==> config.mk <==
export PLATFORM = sky130hd
export DESIGN_NAME = battery_power_mode_supervisor_flat
export DESIGN_NICKNAME = d
export VERILOG_FILES = /design/src/rtl/bpms_pkg.sv /design/src/rtl/bpms_if.sv /design/src/rtl/bpms_step.sv /design/src/rtl/battery_power_mode_supervisor.sv /design/src/flat_wrapper.sv
export SDC_FILE = /design/constraint.sdc
export NUM_CORES = 2
export LEC_CHECK = 0
export ABC_AREA = 1
export BUFFER_PORTS_ARGS = -buffer_cell sky130_fd_sc_hd__clkbuf_2
export CAP_MARGIN = 0
export CORE_AREA = 2 2 318 288
export CTS_BUF_LIST = sky130_fd_sc_hd__clkbuf_8
export DETAILED_ROUTE_END_ITERATION = 12
export DIE_AREA = 0 0 320 290
export PLACE_DENSITY = 0.67
export SKIP_CTS_REPAIR_TIMING = 1
export SYNTH_ARGS = -nofsm -noshare
export SYNTH_HDL_FRONTEND = slang
export SYNTH_SLANG_ARGS = --single-unit
==> constraint.sdc <==
create_clock -name clk -period 17.3 [get_ports clk]
set_clock_uncertainty 0.15 [all_clocks]
set_input_delay 1.73 -clock clk [delete_from_list [all_inputs] [get_ports clk]]
set_output_delay 1.73 -clock clk [all_outputs]
set_load 0.01 [all_outputs]
==> src/rtl/bpms_pkg.sv <==
// shared types and constants of the battery power-mode supervisor
`timescale 1ns / 1ps

package bpms_pkg;

	typedef enum logic [1:0] {
		FUNC_MEASURE  = 2'd0,
		FUNC_HEALTH   = 2'd1,
		FUNC_SHUTDOWN = 2'd2,
		FUNC_EVALUATE = 2'd3
	} func_t;

	typedef enum logic [1:0] {
		MODE_NORMAL = 2'd0,
		MODE_SAFE   = 2'd1,
		MODE_OFF    = 2'd2
	} mode_t;

	localparam int CFG_INDEX_BITS = 3;
	localparam int CFG_DATA_BITS  = 32;

	localparam logic [CFG_INDEX_BITS-1:0] REG_MAX_VOLTAGE   = 3'd0;
	localparam logic [CFG_INDEX_BITS-1:0] REG_MIN_VOLTAGE   = 3'd1;
	localparam logic [CFG_INDEX_BITS-1:0] REG_OV_MARGIN     = 3'd2;
	localparam logic [CFG_INDEX_BITS-1:0] REG_UV_MARGIN     = 3'd3;
	localparam logic [CFG_INDEX_BITS-1:0] REG_MAX_CURRENT   = 3'd4;
	localparam logic [CFG_INDEX_BITS-1:0] REG_OC_HOLD       = 3'd5;
	localparam logic [CFG_INDEX_BITS-1:0] REG_MAX_TEMP      = 3'd6;
	localparam logic [CFG_INDEX_BITS-1:0] REG_MIN_TEMP      = 3'd7;

	// one in Q1.16
	localparam logic [16:0] Q16_ONE = 17'h10000;

	typedef struct packed {
		logic volt_high;
		logic volt_low;
		logic amp_high;
		logic amp_sustained;
		logic heat_high;
		logic heat_low;
	} flags_t;

	typedef struct packed {
		flags_t flags;
		logic   oc_started;
		logic   health_seen;
		logic   health_failed;
		logic   health_degraded;
		logic   shutdown;
		mode_t  mode;
	} state_t;

	typedef struct packed {
		logic [15:0] max_voltage;
		logic [15:0] min_voltage;
		logic [15:0] max_current;
		logic [31:0] oc_hold;
		logic [15:0] max_temp;
		logic [15:0] min_temp;
		logic [31:0] high_recover;  // max * (1 - margin), scaled by 2^16
		logic [32:0] low_recover;   // min * (1 + margin), scaled by 2^16
	} cfg_t;

	typedef struct packed {
		mode_t  mode;
		logic   shutdown;
		flags_t flags;
	} result_t;

endpackage

==> src/rtl/bpms_if.sv <==
// valid/ready channel interfaces for items and results
`timescale 1ns / 1ps

interface bpms_item_if #(
	parameter int TIME_BITS = 48
);
	logic                 valid;
	logic                 ready;
	logic [1:0]           func;
	logic [15:0]          voltage_mv;
	logic signed [15:0]   current_ma;
	logic signed [15:0]   temp_decic;
	logic [TIME_BITS-1:0] sample_time_us;
	logic                 sensor_failed;
	logic                 sensor_degraded;
	logic                 shutdown_request;

	modport source (
		output valid, func, voltage_mv, current_ma, temp_decic, sample_time_us,
		output sensor_failed, sensor_degraded, shutdown_request,
		input  ready
	);
	modport sink (
		input  valid, func, voltage_mv, current_ma, temp_decic, sample_time_us,
		input  sensor_failed, sensor_degraded, shutdown_request,
		output ready
	);
endinterface

interface bpms_result_if;
	logic       valid;
	logic       ready;
	logic [1:0] power_mode;
	logic       emergency_shutdown;
	logic       voltage_high;
	logic       voltage_low;
	logic       current_high;
	logic       current_sustained;
	logic       temp_high;
	logic       temp_low;

	modport source (
		output valid, power_mode, emergency_shutdown, voltage_high, voltage_low,
		output current_high, current_sustained, temp_high, temp_low,
		input  ready
	);
	modport sink (
		input  valid, power_mode, emergency_shutdown, voltage_high, voltage_low,
		input  current_high, current_sustained, temp_high, temp_low,
		output ready
	);
endinterface

==> src/rtl/bpms_step.sv <==
// next-state logic for one item: flag updates, overcurrent timing, mode choice
`timescale 1ns / 1ps

module bpms_step #(
	parameter int TIME_BITS = 48
) (
	input  bpms_pkg::cfg_t        cfg,
	input  bpms_pkg::state_t      cur,
	input  logic [TIME_BITS-1:0]  start_time,
	input  bpms_pkg::func_t       func,
	input  logic [15:0]           voltage_mv,
	input  logic [15:0]           current_ma,
	input  logic [15:0]           temp_decic,
	input  logic [TIME_BITS-1:0]  sample_time_us,
	input  logic                  sensor_failed,
	input  logic                  sensor_degraded,
	input  logic                  shutdown_request,
	output bpms_pkg::state_t      nxt,
	output logic [TIME_BITS-1:0]  nxt_start_time
);

	logic [31:0]          v_scaled;
	logic                 any_volt;
	logic                 vh;
	logic                 vl;
	logic                 ah;
	logic [TIME_BITS-1:0] elapsed;
	logic                 any_safe;

	assign v_scaled = {voltage_mv, 16'h0000};
	assign any_volt = cur.flags.volt_high | cur.flags.volt_low;
	assign elapsed  = sample_time_us - start_time;
	assign ah       = $signed(current_ma) > $signed(cfg.max_current);

	always_comb begin
		if (any_volt) begin
			vh = v_scaled > cfg.high_recover;
			vl = {1'b0, v_scaled} < cfg.low_recover;
		end else begin
			vh = voltage_mv > cfg.max_voltage;
			vl = voltage_mv < cfg.min_voltage;
		end
	end

	assign any_safe = (cur.health_seen & cur.health_degraded) | cur.flags.volt_high
		| cur.flags.volt_low | cur.flags.amp_sustained | cur.flags.heat_high
		| cur.flags.heat_low;

	always_comb begin
		nxt            = cur;
		nxt_start_time = start_time;
		case (func)
			bpms_pkg::FUNC_MEASURE: begin
				nxt.flags.volt_high = vh;
				nxt.flags.volt_low  = vl;
				nxt.flags.amp_high  = ah;
				if (ah) begin
					if (cur.oc_started) begin
						nxt.flags.amp_sustained = elapsed > TIME_BITS'(cfg.oc_hold);
					end else begin
						nxt.oc_started = 1'b1;
						nxt_start_time = sample_time_us;
					end
				end else begin
					nxt.flags.amp_sustained = 1'b0;
					nxt.oc_started          = 1'b0;
					nxt_start_time          = '0;
				end
				nxt.flags.heat_high = $signed(temp_decic) > $signed(cfg.max_temp);
				nxt.flags.heat_low  = $signed(temp_decic) < $signed(cfg.min_temp);
			end
			bpms_pkg::FUNC_HEALTH: begin
				nxt.health_seen     = 1'b1;
				nxt.health_failed   = sensor_failed;
				nxt.health_degraded = sensor_degraded;
			end
			bpms_pkg::FUNC_SHUTDOWN: begin
				nxt.shutdown = shutdown_request;
				nxt.mode     = shutdown_request ? bpms_pkg::MODE_OFF : bpms_pkg::MODE_NORMAL;
			end
			bpms_pkg::FUNC_EVALUATE: begin
				if (cur.shutdown || (cur.health_seen && cur.health_failed)) begin
					nxt.mode = bpms_pkg::MODE_OFF;
				end else if (any_safe) begin
					nxt.mode = bpms_pkg::MODE_SAFE;
				end else begin
					nxt.mode = bpms_pkg::MODE_NORMAL;
				end
			end
			default: begin
				nxt = cur;
			end
		endcase
	end

endmodule

==> src/rtl/battery_power_mode_supervisor.sv <==
// top level of the battery power-mode supervisor
// Usage:
//   item channel (valid/ready) carries one beat per request: a measurement,
//   a sensor health update, a shutdown command or an evaluate request,
//   selected by func. result channel returns exactly one beat per item with
//   the power mode, the stored shutdown state and all supervision flags as
//   they stand after that item.
//   Thresholds and margins are loaded through the cfg_we/cfg_index/cfg_wdata
//   write port by the user while no item is in flight (block does not check);
//   the voltage hysteresis recovery thresholds are multiplied out on write.
// Path: an item beat passes the input register, then the result register,
//   with the state update combinational between the two. Throughput: one
//   item per cycle while results are taken (see Stall).
// Reset: all flags, health and shutdown state and the thresholds clear, mode
//   goes to normal, both channels come up empty.
// Stall: a held result keeps its beat; one more item is taken into the input
//   register if it is empty, after which ready drops until the result is taken.
`timescale 1ns / 1ps

module battery_power_mode_supervisor #(
	parameter int TIME_BITS = 48
) (
	input  logic                                   clk,
	input  logic                                   arst_n,
	bpms_item_if.sink                              item,
	bpms_result_if.source                          result,
	input  logic                                   cfg_we,
	input  logic [bpms_pkg::CFG_INDEX_BITS-1:0]    cfg_index,
	input  logic [bpms_pkg::CFG_DATA_BITS-1:0]     cfg_wdata
);

	// configuration
	bpms_pkg::cfg_t cfg_q;
	logic [15:0]    ov_margin_q;
	logic [15:0]    uv_margin_q;
	logic [15:0]    hi_a;
	logic [16:0]    hi_b;
	logic [15:0]    lo_a;
	logic [16:0]    lo_b;
	logic           hi_load;
	logic           lo_load;

	// item register
	logic                 valid_s1;
	bpms_pkg::func_t      func_s1;
	logic [15:0]          voltage_s1;
	logic [15:0]          current_s1;
	logic [15:0]          temp_s1;
	logic [TIME_BITS-1:0] time_s1;
	logic                 failed_s1;
	logic                 degraded_s1;
	logic                 shutdown_s1;

	// supervisor state and result register
	bpms_pkg::state_t     state_q;
	bpms_pkg::state_t     state_nxt;
	logic [TIME_BITS-1:0] start_q;
	logic [TIME_BITS-1:0] start_nxt;
	logic                 rsp_valid_q;
	bpms_pkg::result_t    rsp_q;
	logic                 advance;

	// recovery thresholds follow whichever operand is being written
	assign hi_load = cfg_we && (cfg_index == bpms_pkg::REG_MAX_VOLTAGE
		|| cfg_index == bpms_pkg::REG_OV_MARGIN);
	assign lo_load = cfg_we && (cfg_index == bpms_pkg::REG_MIN_VOLTAGE
		|| cfg_index == bpms_pkg::REG_UV_MARGIN);
	assign hi_a = (cfg_index == bpms_pkg::REG_MAX_VOLTAGE) ? cfg_wdata[15:0] : cfg_q.max_voltage;
	assign hi_b = bpms_pkg::Q16_ONE - {1'b0, (cfg_index == bpms_pkg::REG_OV_MARGIN)
		? cfg_wdata[15:0] : ov_margin_q};
	assign lo_a = (cfg_index == bpms_pkg::REG_MIN_VOLTAGE) ? cfg_wdata[15:0] : cfg_q.min_voltage;
	assign lo_b = bpms_pkg::Q16_ONE + {1'b0, (cfg_index == bpms_pkg::REG_UV_MARGIN)
		? cfg_wdata[15:0] : uv_margin_q};

	always_ff @(posedge clk or negedge arst_n) begin
		if (!arst_n) begin
			cfg_q       <= '0;
			ov_margin_q <= '0;
			uv_margin_q <= '0;
		end else begin
			if (hi_load) begin
				cfg_q.high_recover <= 32'(hi_a) * 32'(hi_b);
			end
			if (lo_load) begin
				cfg_q.low_recover <= 33'(lo_a) * 33'(lo_b);
			end
			if (cfg_we) begin
				case (cfg_index)
					bpms_pkg::REG_MAX_VOLTAGE: cfg_q.max_voltage <= cfg_wdata[15:0];
					bpms_pkg::REG_MIN_VOLTAGE: cfg_q.min_voltage <= cfg_wdata[15:0];
					bpms_pkg::REG_OV_MARGIN:   ov_margin_q       <= cfg_wdata[15:0];
					bpms_pkg::REG_UV_MARGIN:   uv_margin_q       <= cfg_wdata[15:0];
					bpms_pkg::REG_MAX_CURRENT: cfg_q.max_current <= cfg_wdata[15:0];
					bpms_pkg::REG_OC_HOLD:     cfg_q.oc_hold     <= cfg_wdata[31:0];
					bpms_pkg::REG_MAX_TEMP:    cfg_q.max_temp    <= cfg_wdata[15:0];
					bpms_pkg::REG_MIN_TEMP:    cfg_q.min_temp    <= cfg_wdata[15:0];
					default: begin
					end
				endcase
			end
		end
	end

	assign advance    = !rsp_valid_q || result.ready;
	assign item.ready = !valid_s1 || advance;

	always_ff @(posedge clk or negedge arst_n) begin
		if (!arst_n) begin
			valid_s1 <= 1'b0;
		end else if (item.ready) begin
			valid_s1 <= item.valid;
		end
	end

	always_ff @(posedge clk) begin
		if (item.ready && item.valid) begin
			func_s1     <= bpms_pkg::func_t'(item.func);
			voltage_s1  <= item.voltage_mv;
			current_s1  <= item.current_ma;
			temp_s1     <= item.temp_decic;
			time_s1     <= item.sample_time_us;
			failed_s1   <= item.sensor_failed;
			degraded_s1 <= item.sensor_degraded;
			shutdown_s1 <= item.shutdown_request;
		end
	end

	bpms_step #(
		.TIME_BITS (TIME_BITS)
	) u_step (
		.cfg              (cfg_q),
		.cur              (state_q),
		.start_time       (start_q),
		.func             (func_s1),
		.voltage_mv       (voltage_s1),
		.current_ma       (current_s1),
		.temp_decic       (temp_s1),
		.sample_time_us   (time_s1),
		.sensor_failed    (failed_s1),
		.sensor_degraded  (degraded_s1),
		.shutdown_request (shutdown_s1),
		.nxt              (state_nxt),
		.nxt_start_time   (start_nxt)
	);

	always_ff @(posedge clk or negedge arst_n) begin
		if (!arst_n) begin
			state_q     <= '{flags: '0, oc_started: 1'b0, health_seen: 1'b0,
				health_failed: 1'b0, health_degraded: 1'b0, shutdown: 1'b0,
				mode: bpms_pkg::MODE_NORMAL};
			start_q     <= '0;
			rsp_valid_q <= 1'b0;
		end else if (advance) begin
			rsp_valid_q <= valid_s1;
			if (valid_s1) begin
				state_q <= state_nxt;
				start_q <= start_nxt;
			end
		end
	end

	always_ff @(posedge clk) begin
		if (advance && valid_s1) begin
			rsp_q.mode     <= state_nxt.mode;
			rsp_q.shutdown <= state_nxt.shutdown;
			rsp_q.flags    <= state_nxt.flags;
		end
	end

	assign result.valid              = rsp_valid_q;
	assign result.power_mode         = rsp_q.mode;
	assign result.emergency_shutdown = rsp_q.shutdown;
	assign result.voltage_high       = rsp_q.flags.volt_high;
	assign result.voltage_low        = rsp_q.flags.volt_low;
	assign result.current_high       = rsp_q.flags.amp_high;
	assign result.current_sustained  = rsp_q.flags.amp_sustained;
	assign result.temp_high          = rsp_q.flags.heat_high;
	assign result.temp_low           = rsp_q.flags.heat_low;

endmodule

==> src/flat_wrapper.sv <==
// flat-port wrapper written by rule: the top's interface ports become plain ports
module battery_power_mode_supervisor_flat 
#(
	parameter int TIME_BITS = 48
)
  (clk, arst_n, cfg_we, cfg_index, cfg_wdata, item_valid, item_func, item_voltage_mv, item_current_ma, item_temp_decic, item_sample_time_us, item_sensor_failed, item_sensor_degraded, item_shutdown_request, item_ready, result_valid, result_power_mode, result_emergency_shutdown, result_voltage_high, result_voltage_low, result_current_high, result_current_sustained, result_temp_high, result_temp_low, result_ready);
  bpms_item_if #(.TIME_BITS(TIME_BITS)) item_i ();
  bpms_result_if result_i ();
  input  logic clk;
  input  logic arst_n;
  input  logic cfg_we;
  input  logic [bpms_pkg::CFG_INDEX_BITS-1:0] cfg_index;
  input  logic [bpms_pkg::CFG_DATA_BITS-1:0] cfg_wdata;
  input wire logic [$bits(item_i.valid)-1:0] item_valid;
  input wire logic [$bits(item_i.func)-1:0] item_func;
  input wire logic [$bits(item_i.voltage_mv)-1:0] item_voltage_mv;
  input wire logic [$bits(item_i.current_ma)-1:0] item_current_ma;
  input wire logic [$bits(item_i.temp_decic)-1:0] item_temp_decic;
  input wire logic [$bits(item_i.sample_time_us)-1:0] item_sample_time_us;
  input wire logic [$bits(item_i.sensor_failed)-1:0] item_sensor_failed;
  input wire logic [$bits(item_i.sensor_degraded)-1:0] item_sensor_degraded;
  input wire logic [$bits(item_i.shutdown_request)-1:0] item_shutdown_request;
  output wire logic [$bits(item_i.ready)-1:0] item_ready;
  output wire logic [$bits(result_i.valid)-1:0] result_valid;
  output wire logic [$bits(result_i.power_mode)-1:0] result_power_mode;
  output wire logic [$bits(result_i.emergency_shutdown)-1:0] result_emergency_shutdown;
  output wire logic [$bits(result_i.voltage_high)-1:0] result_voltage_high;
  output wire logic [$bits(result_i.voltage_low)-1:0] result_voltage_low;
  output wire logic [$bits(result_i.current_high)-1:0] result_current_high;
  output wire logic [$bits(result_i.current_sustained)-1:0] result_current_sustained;
  output wire logic [$bits(result_i.temp_high)-1:0] result_temp_high;
  output wire logic [$bits(result_i.temp_low)-1:0] result_temp_low;
  input wire logic [$bits(result_i.ready)-1:0] result_ready;
  assign item_i.valid = item_valid;
  assign item_i.func = item_func;
  assign item_i.voltage_mv = item_voltage_mv;
  assign item_i.current_ma = item_current_ma;
  assign item_i.temp_decic = item_temp_decic;
  assign item_i.sample_time_us = item_sample_time_us;
  assign item_i.sensor_failed = item_sensor_failed;
  assign item_i.sensor_degraded = item_sensor_degraded;
  assign item_i.shutdown_request = item_shutdown_request;
  assign item_ready = item_i.ready;
  assign result_valid = result_i.valid;
  assign result_power_mode = result_i.power_mode;
  assign result_emergency_shutdown = result_i.emergency_shutdown;
  assign result_voltage_high = result_i.voltage_high;
  assign result_voltage_low = result_i.voltage_low;
  assign result_current_high = result_i.current_high;
  assign result_current_sustained = result_i.current_sustained;
  assign result_temp_high = result_i.temp_high;
  assign result_temp_low = result_i.temp_low;
  assign result_i.ready = result_ready;
  battery_power_mode_supervisor #(.TIME_BITS(TIME_BITS)) u_core (.clk(clk), .arst_n(arst_n), .item(item_i), .result(result_i), .cfg_we(cfg_we), .cfg_index(cfg_index), .cfg_wdata(cfg_wdata));
endmodule
After elaboration in Yosys (flattened, before gate mapping)
Index checks and enable logic that the tools add are counted.
{"block": "word_totals", "reg_bits": 382, "output_inout_bits": 11, "elab_cells": 111}
{"block": "op_classes", "add_sub_neg": 3, "n_mul": 2, "n_lt_le_gt_ge": 8, "eq_ne": 11, "n_mux": 17, "n_bitwise": 7, "reduce_logical": 22}
{"operator": "48-bit 2-to-1 mux", "n": 2}
{"operator": "16-bit 2-to-1 mux", "n": 4}
{"operator": "16-bit > comparator", "n": 3}
{"operator": "48-bit by 32-bit > comparator with 1-bit output", "n": 1}
{"operator": "48-bit subtractor", "n": 1}
{"operator": "32-bit by 33-bit less-than comparator with 1-bit output", "n": 1}
{"operator": "16-bit by 17-bit multiplier with 33-bit output", "n": 1}
{"operator": "32-bit > comparator", "n": 1}
{"operator": "16-bit less-than comparator", "n": 2}
{"operator": "16-bit by 17-bit multiplier with 32-bit output", "n": 1}
{"operator": "17-bit by 16-bit adder with 17-bit output (first input constant)", "n": 1}
{"operator": "17-bit by 16-bit subtractor with 17-bit output (first input constant)", "n": 1}
{"operator": "3-bit equality test (second input constant)", "n": 4}
{"operator": "2-bit AND reduction", "n": 5}
{"operator": "1-bit 2-to-1 mux", "n": 7}
{"operator": "7-bit 2-to-1 mux", "n": 1}
{"operator": "3-bit by 2-bit equality test with 1-bit output (second input constant)", "n": 2}
{"operator": "1-bit OR", "n": 6}
{"operator": "3-bit AND reduction", "n": 2}
{"operator": "1-bit logical AND", "n": 5}
{"operator": "1-bit logical OR", "n": 5}
{"operator": "2-bit equality test (second input constant)", "n": 2}
{"operator": "2-bit 2-to-1 mux", "n": 2}
{"operator": "2-bit one-hot mux with 2 select lines", "n": 1}
{"operator": "8 further kinds", "n": 9}

Logic depth before layout (Yosys ltp)
{"block": "logic_depth", "ltp_word": 9, "mapped_depth": 42, "depth_no_buf": 40}

Modules after synthesis
Synthesis repeated with hierarchy kept, for this count alone.
{"block": "hier_totals", "hier_cells": 5360, "hier_area_um2": 41416.0}
{"module": "battery_power_mode_supervisor", "instances": 1, "cells_each": 3748, "area_per_inst_um2": 32623.8, "seq_area_each_um2": 10109.7}
{"module": "bpms_step", "instances": 1, "cells_each": 1612, "area_per_inst_um2": 8792.2, "seq_area_each_um2": 0.0}

Least setup slack after synthesis
OpenSTA, ideal clock, no wires.
{"block": "synth_path", "path_kind": "in2reg", "startpoint": "in cfg_index[0] (netlist name)", "endpoint": "reg u_core.cfg_q[56] (netlist name)", "setup_ns": 0.131, "arrival_ns": 8.624, "required_ns": 17.019, "path_slack_ns": 8.396, "path_stages": 38, "n_path_buf": 2, "path_cell_list": "buf_6 nor2_4 nand2_4 nand2_1 o21ai_1 inv_2 clkbuf_1 ha_1 nand2_1 nor2_1 nand2_2 or2_1 nor3_2 nand4_2 nand2_2 nand2_4 nor2_2 fa_1 (+2 left out) fa_1 inv_1 fa_1 fa_1 inv_1 fa_1 inv_1 ha_1 a21oi_1 o21ai_0 o21bai_1 a21oi_1 o21ai_0 nand2_1 nand2_1 or2_2 nand3_1 o21ai_0"}
{"block": "synth_between", "elab_chain_len": 4, "elab_cells_between_ends": 8}
{"item": "from (decl)", "line_no": "flat_wrapper.sv:12", "source": "input logic [bpms_pkg::CFG_INDEX_BITS-1:0] cfg_index;"}
{"item": "3-bit by 2-bit equality test with 1-bit output", "line_no": "battery_power_mode_supervisor.sv:65, battery_power_mode_supervisor.sv:69"}
{"item": "16-bit 2-to-1 mux"}
{"item": "17-bit by 16-bit subtractor with 17-bit output", "line_no": "battery_power_mode_supervisor.sv:69", "source": "assign hi_b = bpms_pkg::Q16_ONE - {1'b0, (cfg_index == bpms_pkg::REG_OV_MARGIN)"}
{"item": "16-bit by 17-bit multiplier with 32-bit output", "line_no": "battery_power_mode_supervisor.sv:82", "source": "cfg_q.high_recover <= 32'(hi_a) * 32'(hi_b);"}
{"item": "to (decl)", "line_no": "battery_power_mode_supervisor.sv:33", "source": "bpms_pkg::cfg_t cfg_q;"}
Parallel ways exist; a longest one is shown, timed or not.
A chain may end at the register's enable or synchronous reset.

Worst setup path in the final report
{"block": "layout_path", "startpoint": "in cfg_index[0] (netlist name)", "endpoint": "reg u_core.cfg_q[58] (netlist name)"}
Same word-level chain as after synthesis.

==> results.cfg <==
[status]
status = finished clean

[global_routing]
grt_pass1_wl_um = 185000
grt_max_degree = 99
antenna_found_initial = 8
grt_pass1_vias = 33560
grt_overflow = 0
grt_util_all_layers = 0.255

[die]
chipWidth_um = 320
die_y_um = 290
initial_utilization = 0.448
dieArea_mm2 = 0.0928
fp.coreArea_mm2 = 0.0893
rows = 104
io_pins = 152

[route]
dr_total_vias = 33252
wl_met3_um = 11300
drt_iter0_drc = 2816
drc_errors = 0
drt-met1-wl_um = 50200
via_per_inst = 5.15
dr.pass1.iters = 6
route.met2.wl_um = 50700
wl_um = 116000
ant_nets = 0
wl_per_cell_um = 17.9
highest_layer = met5

[timing]
drv_slew = 0
fin_tns_setup_ns = 0
rsz0062_at_grt = no
fmax_ghz = 0.102
setup_viol = 0
tightest_slew_ns = 1.15
hold_viol = 0
relSlewSlack = 0.233
setup_ws_ns = 7.50
finalCritPeriodShare = 0.566
period_needed_ns = 9.80

[cells_and_area]
syn_to_final_growth_pct = 9.11
drive_gt1_frac = 0.0721
final_nets = 6182
layout_common_cells = nand2_1 (1279), inv_1 (1110), fa_1 (416), ha_1 (396), nor2_1 (376)
final_common_cell = nand2_1
instances_no_fill = 6454
fill_cells = 8852
register_area_mm2 = 0.0101
multiInputGateArea_mm2 = 0.0252

[synthesis]
synth_top_area_frac = 0.208
synth_compound_area_frac = 0.0798
synth_edf_count = 110
synth-simple-area-share = 0.202
synth_xor_xnor_area_share = 0.0158
synth_top_family_by_area = adder cells
yosys.area_share.adder = 0.332
synth_nets = 6027
synth_area_mm2 = 0.0400
yosysWarnings = 0
synth.avg_cell_area_um2 = 7.88
ys_ff_latch = 382
synth_ff_type = dfrtp_1
synth.distinct_cells = 57
synth.mux.area_fraction = 0.000563
yosys-top-cells-area = fa_1 (21%), dfrtp_1 (17%), ha_1 (12%)
synth_top_area_cell = fa_1
syn_inst = 5074
ys_seq_area_frac = 0.253
postSynth.asyncResetShare = 0.712

[critical_path]
max_stage_delay_ns = 0.91
crit_fanout = 32
cp.required_ns = 17.64
cp_slowest_cell = xor2_1
path_class = in -> reg
worstPathArrival_ns = 10.14
r2r_slack_ns = 8.76
cp-start-kind = primary input
endpoint_kind = flop

[place]
post-place-ws_ns = 7.00
placed_cells = 6322
numPortBuffers = 151
dp_hpwl_um = 92400
globalplace.congestion = 0.941

[clocking]
cts_tree = yes
clock-root-buffer = clkbuf_8
clkSinkCount = 382
path_clk_slew_ns = 0.06
worstSkewPairLatency_ns = 0.71
cts_made_buffers = 71
htree_levels = 3
clock_path_buffers = 3

[job]
maxCapViolations = 0

[hold_path]
hold_path_class = reg -> reg
-- flip-flops by register name, indices dropped and copies added, names as in the netlist, 2 cells and up --
register and flops:
u_core.cfg_q 177, u_core.current_s1 16, u_core.func_s1 2, u_core.ov_margin_q 16
u_core.result.power_mode 2, u_core.start_q 48, u_core.state_q 13, u_core.temp_s1 16
u_core.time_s1 48, u_core.uv_margin_q 16, u_core.voltage_s1 16
-- area by class of cell --
cell class / count / share of cell area
multi-input cells: 3461 / 0.579
flip-flops and latches: 382 / 0.232
diodes: 2 / 0.000115
clock buffers: 86 / 0.0271
clock inverters: 44 / 0.00660
well taps: 1166 / 0.0334
inverters: 1108 / 0.0954
repair buffers: 205 / 0.0269
-- cells in the mapped netlist, drive strengths merged (3+ instances only) --
cell    number
nand3      188
buf         17
o21ai      308
o22ai        3
nor2       398
o211ai       6
or2         18
a211oi       6
a21oi      190
xor2        45
nor4        10
o31ai        3
nand4       40
o21bai      19
fa         416
xnor2       27
a21o        11
a21boi       3
nand3b       5
nor3        38
inv       1097
a31oi        7
dfrtp      272
ha         396
clkinv      11
edfxtp     110
o21a        13
a221oi       3
nand2     1288
clkbuf     106
-- final timing paths --
path,start,end,cells after the start
max,cfg_index[0],u_core.cfg_q[58],36
max in group asynchronous,arst_n,u_core.ov_margin_q[0],3
max reg2reg,u_core.ov_margin_q[0],u_core.cfg_q[58],33
min,u_core.start_q[45],u_core.start_q[45],2
min reg2reg,u_core.start_q[45],u_core.start_q[45],2
min in group asynchronous,arst_n,u_core.cfg_q[134],1
-- routing by layer --
metal / vias up / track usage
met1: 15835 / 0.354
met2: 1277 / 0.393
met5: - / 0
met4: 4 / 0.0771
li1: 15918 / -
met3: 218 / 0.0658
-- worst max-delay path, delay by kind of cell --
kind | cells | cell delay [ns]
xor gates and xnor gates | 1 | 0.91
AOI/OAI and AO/OA | 4 | 0.84
and+or+nand+nor | 15 | 2.05
buffers and inverters | 8 | 1.13
adders and majority gates | 8 | 3.46
-- logic make-up (layout without fill, tap and decap cells) --
| logic type | count (synthesis) | after routing |
|---|---|---|
| adder cells (fa/ha/maj) | 812 | 812 |
| multiplexers | 2 | 2 |
| XOR/XNOR | 72 | 72 |
| AO/OA/AOI/OAI | 585 | 585 |
| AND/OR/NAND/NOR | 1990 | 1990 |
| other | 0 | 2 |
| flip-flops | 382 | 382 |
| buffers and inverters | 1231 | 1443 |
-- through the flow --
step | utilization | hold WS, ns | area, µm²
floorplan | - | 0.292 | 40000
global placement | 0.472 | 0.303 | 42100
detailed placement | 0.472 | 0.308 | 42100
CTS | 0.489 | 0.323 | 43600
global route | 0.489 | 0.342 | 43600
finish | 0.489 | 0.318 | 43600
Power is not shown: default switching activity piles up to over one toggle a cycle in this logic, so the estimate is an artifact.
